===== src/sv/salru_pkg.sv =====
// shared types and constants for the set-associative lru tag lookup
// no dependencies; imported by salru_ctrl, salru_dp and the top level
package salru_pkg;

    localparam int IN_SET_W  = 6;
    localparam int IN_TAG_W  = 20;
    localparam int OUTCOME_W = 2;
    localparam int WAY_OUT_W = 2;

    localparam logic [OUTCOME_W-1:0] OUTCOME_HIT      = 2'd0;
    localparam logic [OUTCOME_W-1:0] OUTCOME_COLD     = 2'd1;
    localparam logic [OUTCOME_W-1:0] OUTCOME_CONFLICT = 2'd2;

    // controller to datapath
    typedef struct packed {
        logic clr_step;     // write one reset row of the metadata memory
        logic lookup_read;  // capture the word and read its set
        logic commit;       // update the set and load the result register
    } t_cmd;

    // datapath to controller
    typedef struct packed {
        logic clr_last;     // clearing pass is at its last row
        logic out_free;     // result register can take a word this cycle
    } t_status;

endpackage


===== src/sv/salru_ctrl.sv =====
// sequencer for the lru tag lookup: clearing pass, accept, commit
// depends on salru_pkg
module salru_ctrl (
    input  logic              i_clk,
    input  logic              i_rst_n,
    input  logic              i_in_valid,
    output logic              o_in_ready,
    input  salru_pkg::t_status i_status,
    output salru_pkg::t_cmd    o_cmd
);
    import salru_pkg::*;

    typedef enum logic [2:0] {
        S_CLEAR = 3'b001,
        S_IDLE  = 3'b010,
        S_LOOK  = 3'b100
    } t_state;

    t_state r_state;
    t_state n_state;

    always_ff @(posedge i_clk) begin
        if (!i_rst_n) begin
            r_state <= S_CLEAR;
        end else begin
            r_state <= n_state;
        end
    end

    always_comb begin
        n_state    = r_state;
        o_cmd      = '0;
        o_in_ready = 1'b0;
        case (r_state)
            S_CLEAR: begin
                o_cmd.clr_step = 1'b1;
                if (i_status.clr_last) begin
                    n_state = S_IDLE;
                end
            end
            S_IDLE: begin
                o_in_ready = 1'b1;
                if (i_in_valid) begin
                    o_cmd.lookup_read = 1'b1;
                    n_state           = S_LOOK;
                end
            end
            S_LOOK: begin
                // wait here while the previous result is still held
                if (i_status.out_free) begin
                    o_cmd.commit = 1'b1;
                    n_state      = S_IDLE;
                end
            end
            default: begin
                n_state = S_CLEAR;
            end
        endcase
    end

`ifndef SYNTHESIS
    a_no_accept_while_clearing: assert property (
        @(posedge i_clk) disable iff (!i_rst_n) o_cmd.clr_step |-> !o_in_ready)
        else $error("word accepted during clearing pass");

    a_read_then_busy: assert property (
        @(posedge i_clk) disable iff (!i_rst_n) o_cmd.lookup_read |=> !o_in_ready)
        else $error("new word accepted before the pending one committed");

    a_commit_frees_input: assert property (
        @(posedge i_clk) disable iff (!i_rst_n) o_cmd.commit |=> o_in_ready)
        else $error("input not reopened after commit");
`endif

endmodule


===== config.mk =====
export PLATFORM = sky130hd
export DESIGN_NAME = salru_ctrl
export DESIGN_NICKNAME = d
export VERILOG_FILES = /design/src/sv/salru_pkg.sv /design/src/sv/salru_ctrl.sv
export SDC_FILE = /design/constraint.sdc
export NUM_CORES = 1
export LEC_CHECK = 0
export ABC_CLOCK_PERIOD_IN_PS = 1500
export BUFFER_PORTS_ARGS = -buffer_cell sky130_fd_sc_hd__buf_2
export CORE_AREA = 5 5 42 44
export DETAILED_ROUTE_END_ITERATION = 6
export DIE_AREA = 0 0 47 49
export HOLD_SLACK_MARGIN = 0.12
export SLEW_MARGIN = 20
export SYNTH_ARGS = -nofsm -noshare
export SYNTH_HDL_FRONTEND = slang
export SYNTH_SLANG_ARGS = --single-unit

===== constraint.sdc =====
create_clock -name i_clk -period 1.5 [get_ports i_clk]
set_input_delay 0.075 -clock i_clk [delete_from_list [all_inputs] [get_ports i_clk]]
set_output_delay 0.075 -clock i_clk [all_outputs]
set_load 0.02 [all_outputs]

# Word level (Yosys, flattened, before mapping)

Index checks and enable logic that the tools add are counted.

Register bits: 3
Input port bits: 5
Output and inout port bits: 4
Word-level logic and storage cells: 18

Equal/unequal tests: 6
Mux-type cells: 10
Reduce and logical (&&, ||, !) cells: 1

Operator list:

| operator             | count |
|---|---|
| $mux W3              | 3 |
| $pmux W3 S3          | 1 |
| $mux W1              | 6 |
| $ne A2 B2 Y1 const B | 3 |
| $eq A3 B1 Y1 const B | 1 |
| $eq A3 B2 Y1 const B | 1 |
| $eq A3 B3 Y1 const B | 1 |
| $reduce_and A3 Y1    | 1 |

# Depth between registers and ports, before layout

Gate-level depths: netlist of the first run.

Depth in word-level cells: 3
Depth in mapped cells: 3
Depth with buffers taken out: 2

# Least setup slack after synthesis of the first run

Ideal clock, no wire load.

Path kind: register to output
From: register r_state[1]
To: output port o_cmd[1] (netlist name)
Arrival: 1.317 ns
Setup slack: 0.108 ns
Cell stages (with the launch flop): 3
Cells stage by stage: dfxtp_1 nor3b_1 and2_1

RTL lines:

| item                     | RTL line         | source |
|---|---|---|
| start: declaration       | salru_ctrl.sv:19 | `t_state r_state;` |
| start signal: assignment | salru_ctrl.sv:26 | `r_state <= n_state;` |
| end: declaration         | salru_ctrl.sv:9  | `output salru_pkg::t_cmd o_cmd` |

==> results of run 1 <==
## Yosys cell counts
cell / number
a21oi_1: 1
and2_1: 1
and4bb_2: 1
buf_6: 1
dfxtp_1: 3
nand2b_1: 1
nand3b_1: 1
nor3b_1: 2
nor4b_1: 1
o2111ai_1: 1
o21ai_0: 1
o311a_1: 1
or3b_1: 1
or4b_4: 1
xor2_1: 1
## cells in the final DEF (no fill, tap or decap), drive strengths merged, types with 2 or more instances in the layout
cell / netlist / layout
dlygate4sd3: 0 / 2
buf: 1 / 8
clkbuf: 0 / 4
nor3b: 2 / 2
dfxtp: 3 / 3
## kinds of logic after synthesis
| logic type | count (synthesis) | share of synthesized area [%] |
|---|---|---|
| and+or+nand+nor | 9 | 42.0 |
| xor gates and xnor gates | 1 | 4.67 |
| AOI/OAI and AO/OA | 4 | 15.3 |
| DFF | 3 | 32.0 |
| buffers and inverters | 1 | 6.00 |
## final timing paths
kind	start	endpoint	cells past startpoint
worst max-delay path	r_state[1]	o_cmd[1]	3
worst min-delay path	i_in_valid	r_state[2]	3
worst max register to register	r_state[0]	r_state[1]	2
worst min register to register	r_state[1]	r_state[2]	2
## what timing repair did
item,in CTS,in global routing
hold buffers,2,0
endpoints found under the hold margin,3,0
setup endpoints to repair,0,0
gates resized for setup,0,0
## layer usage
layer  wire length, um  vias to the layer above  track usage, %
met5                 0                        -               0
li1                  -                      100               -
met1               212                       97            5.27
met4                26                        0            8.29
met3                28                        2            1.11
met2               222                        6            6.33
## layout make-up
cell class | count | area, sq um
fillers | 167 | 1120
well taps | 16 | 20.0
flip-flops and latches | 3 | 60.1
multi-input cells | 14 | 116
repair buffers | 10 | 60.1
clock buffers | 4 | 26.3
## power breakdown
part,switching (mW),total (mW),internal [mW]
Sequential,0.0252,0.119,0.0935
Clock,0.0418,0.142,0.0997
Combinational,0.0432,0.0954,0.0522
## through the flow
step                      hold WS [ns]  power, mW  setup slack [ns]  cells  cell area (sq um)
after floorplan                  0.171      0.181             0.108     18                188
after global placement           0.311      0.209             0.321     41                236
after detailed placement         0.315      0.211             0.313     41                236
after CTS                        0.125      0.363             0.184     47                283
after global routing             0.153      0.379            0.0757     47                283
final                            0.128      0.356             0.190     47                283
## worst max-delay path, stage by stage (launching register included)
cell	delay, ns
dfxtp_1	0.45
nor3b_1	0.25
and2_1	0.15
buf_2	0.16
==> results.toml, run 1 <==
[setup_path]
critPathKind = "flip-flop to output pin"
crit_path_start_kind = "flip-flop"
worstPathArrival_ns = 1.24
cp_max_fo = 9
worstPathRequired_ns = 1.42
critPathCaptureType = "output pin"
rrSetupSlack_ns = 0.31

[yosys]
syn-num-nets = 23
synth_area_leaders = "dfxtp_1, nor3b_1, or4b_4"
synth.cell_area_sq_um = 188
yosysWarnings = 0
netlist_instances = 18
synth_area_leader_cell = "dfxtp_1"
yosys.area.top_type_share_pct = 32.0
synth_seq_cells = 3
yosysSeqAreaShare_pct = 32.0
synth_cell_type_count = 15
synth.avg_cell_area_sq_um = 10.4

[power_and_ir_drop]
p_leak_nw = 0.116
powerDensity_nw_per_um2 = 1260
peakVddDrop_mv = 0.267

[cells_and_area]
reg_top3 = "r_state x3"
largest_register_ffs = 3
nets = 37
antenna_cells = 0
area_growth_pct = 50.7
drive_above_1_share_pct = 41.9
finish.utilization_pct = 20.2
top_register = "r_state"

[timing]
slew_headroom_pct = 81.2
fmax_ghz = 0.763
worst_pin_slew_ns = 0.281
fin_tns_setup_ns = 0
final-setup-viol-count = 0
period_needed_ns = 1.31
rsz0062_at_grt = "false"
fin_crit_sh_pct = 87.3
fin_skew_ns = 0.00268
slew_viol_final = 0
finalHoldViolCount = 0

[floorplanning]
die_h_um = 49
die_w_um = 47
pin_count = 9
fp.dieArea_sq_um = 2300
start_util_pct = 13.4
core.rowCount = 14
coreArea_sq_um = 1400

[min_path]
holdCritPathClass = "primary input to flip-flop"

[place]
post-dp-hpwl_um = 363
gp_congestion = 0.675
port_buffers = 8

[clock_tree]
cts_buffer_depth = 2
post-cts-setup-buffers = 0
cts_made_buffers = 3
h-tree-depth = 1
cts_tree = "built"
clk_latency_ns = 0.23
path_clk_slew_ns = 0.04
cts.sinks = 3
ctsRootBufferMaster = "clkbuf_4"

[job]
cap_violations = 0

[detailed_routing]
wl_um = 489
drt_first_pass_iters = 2
vias = 205
drt_iter0_markers = 5
wl_per_cell_um = 10.4
drc = 0
ant_nets = 0
viasPerCell = 4.36

[grt]
antenna_found_initial = 0
grt_pass1_vias = 190
grt_pass1_wl_um = 779
grt_use_total_pct = 5.14
grt_max_degree = 10
grt_remaining_overflow = 0

[status]
status = "completed"
Power figures use the tool's default switching activity.
==> run 2, diff against run 1 <==
ABC_AREA = 1   (was unset)
ABC_CLOCK_PERIOD_IN_PS = 1550   (was 1500)
clock period = 1.55 ns   (was 1.5 ns; I/O delays follow)
==> results.toml, run 2 <==
[timing]
fin_skew_ns = 0.00218
fin_ws_ns = 0.309
final-setup-viol-count = 0
rsz0062_at_grt = "false"
slew_viol_final = 0
fin_crit_sh_pct = 80.0
period_needed_ns = 1.24
worst_pin_slew_ns = 0.207
finalHoldViolCount = 0
slew_headroom_pct = 86.1
fin_tns_setup_ns = 0
fmax_ghz = 0.806

[cells_and_area]
drive_above_1_share_pct = 37.2
multi_input_area_sq_um = 98.8
final_common_cell = "nand2_1"
layout_common_cells = "nand2_1, buf_2, inv_1"
nets = 49
regArea_sq_um = 60.1
antenna_cells = 0
fill_cells = 181
fin_cells = 59
reg_top3 = "r_state x3"
top_register = "r_state"
largest_register_ffs = 3
area_growth_pct = 52.0

[floorplanning]
start_util_pct = 13.2
die_h_um = 49
core.rowCount = 14
fp.dieArea_sq_um = 2300
coreArea_sq_um = 1400
pin_count = 9
die_w_um = 47

[clock_tree]
ctsRootBufferMaster = "clkbuf_4"
clk_latency_ns = 0.23
cts.sinks = 3
cts_made_buffers = 3
cts-resized-gates = 0
cts_tree = "built"
h-tree-depth = 1
cts_buffer_depth = 2
path_clk_slew_ns = 0.04

[yosys]
synth_edf_count = 0
syn-num-nets = 35
ys_async_sr_fraction_pct = 0
synth_seq_cells = 3
synth_area_leaders = "dfxtp_1, nand2_1, inv_1"
yosys.area.top_type_share_pct = 32.4
synthFlopType = "dfxtp_1"
synth_cell_type_count = 11
synth.cell_area_sq_um = 185
synth_most_common_cell = "nand2_1"
yosysSeqAreaShare_pct = 32.4
synthTopCellsByCount = "nand2_1, inv_1, dfxtp_1, nand3_1, nor2_1"
synth.avg_cell_area_sq_um = 6.17
synth_area_leader_cell = "dfxtp_1"
netlist_instances = 30
yosysWarnings = 0

[detailed_routing]
wl_per_cell_um = 7.68
ant_nets = 0
drt_first_pass_iters = 1
drc = 0
viasPerCell = 3.64
drt_iter0_markers = 0
wl_um = 453
vias = 215

[setup_path]
critPathCaptureType = "output pin"
cp_max_fo = 6
worstPathRequired_ns = 1.47
crit_buf_inv = 2
worst-path-stages = 4
worst_path_largest_cell_delay_ns = 0.35
r2r_end = "r_state[1]"
crit_path_start_kind = "flip-flop"
worstPathArrival_ns = 1.16
critPathLaunch = "r_state[0]"
r2r-start = "r_state[0]"
rrSetupSlack_ns = 0.64
endpoint = "o_cmd[1]"
critPathKind = "flip-flop to output pin"
slowest_stage = "dfxtp_1"
path_delay_family = "simple AND/OR/NAND/NOR gates"
path_cells = "nor3_2, nand2_1, inv_1, buf_2"
worst-r2r-cell-count = 5

[power_and_ir_drop]
p_leak_nw = 0.155
powerDensity_nw_per_um2 = 1230
peakVddDrop_mv = 0.282

[grt]
busiest_layer = "met2"
gr-usage-met2_pct = 7.01
grt_pass1_wl_um = 696
grt_pass1_vias = 203
grt_remaining_overflow = 0
grt_max_degree = 7
met1_usage_pct = 3.50
use_met3_pct = 2.58
antenna_found_initial = 0
grt_use_total_pct = 4.64

[place]
post-dp-hpwl_um = 403
dp_cells = 54
port_buffers = 8
preCtsSetupSlack_ns = 0.531
gp_congestion = 0.624

[job]
cap_violations = 0

[min_path]
holdCritPathClass = "primary input to flip-flop"

[status]
status = "completed"
## run 2: cell count changes in the layout (fill, tap and decap cells not counted), moves of 2 or more
cell	delta
inv_1	+5
nand3_1	+3
nor2_1	+3
inv_2	+2
nor3b_1	-2
nand2_1	+9
## run 2: how the worst min path moves through the flow
stage,from,endpoint,depth (start not counted),slack (ns)
after floorplan,i_rst_n,r_state[0],1,0.16
after global placement,i_rst_n,r_state[0],2,0.29
after detailed placement,i_rst_n,r_state[0],2,0.30
after CTS,i_status[1],r_state[0],4,0.13
after global routing,i_in_valid,r_state[2],3,0.15
final,i_status[1],r_state[0],4,0.14
## run 2: cell type report
class	count	area share, %
clock buffer	4	9.33
sequential	3	21.3
multi-input combinational	20	35.1
tap	16	7.11
inverter	7	9.33
timing repair buffer	9	17.8
## run 2: per-stage QoR
step / instance area (sq um) / utilization [%] / power, mW / hold WS, ns
6_report: 282 / 20.1 / 0.346 / 0.136
5_1_grt: 282 / 20.1 / 0.369 / 0.148
4_1_cts: 282 / 20.1 / 0.355 / 0.132
3_5_place_dp: 245 / 17.5 / 0.210 / 0.297
3_3_place_gp: 245 / 17.5 / 0.208 / 0.293
2_1_floorplan: 185 / - / 0.178 / 0.162
## run 2: layer usage
metal  wire (um)  share of wire, %
met5           0                 0
met4          15               3.3
met3          35               7.7
met2         240                53
met1         162                36
## run 2: what timing repair did
item / 4_1_cts / 5_1_grt
hold buffers: 1 / 0
buffers inserted: 0 / 0
endpoints found under the hold margin: 3 / 0
## run 2: worst min-delay path: stages
cell	delay, ns
buf_2	0.10
inv_2	0.03
nand2_1	0.05
nand3_1	0.07
## run 2: power breakdown
part	leakage, nW	switching (mW)	internal [mW]
sequential	0.0247	0.0153	0.0900
combinational	0.115	0.0653	0.0374
clock	0.0150	0.0418	0.0966
## run 2: cells by family after synthesis
kind of cell | count (synthesis) | share of synthesized area [%]
flops | 3 | 32.4
buf+inv | 7 | 14.2
simple gates | 18 | 44.6
compound gates | 2 | 8.78
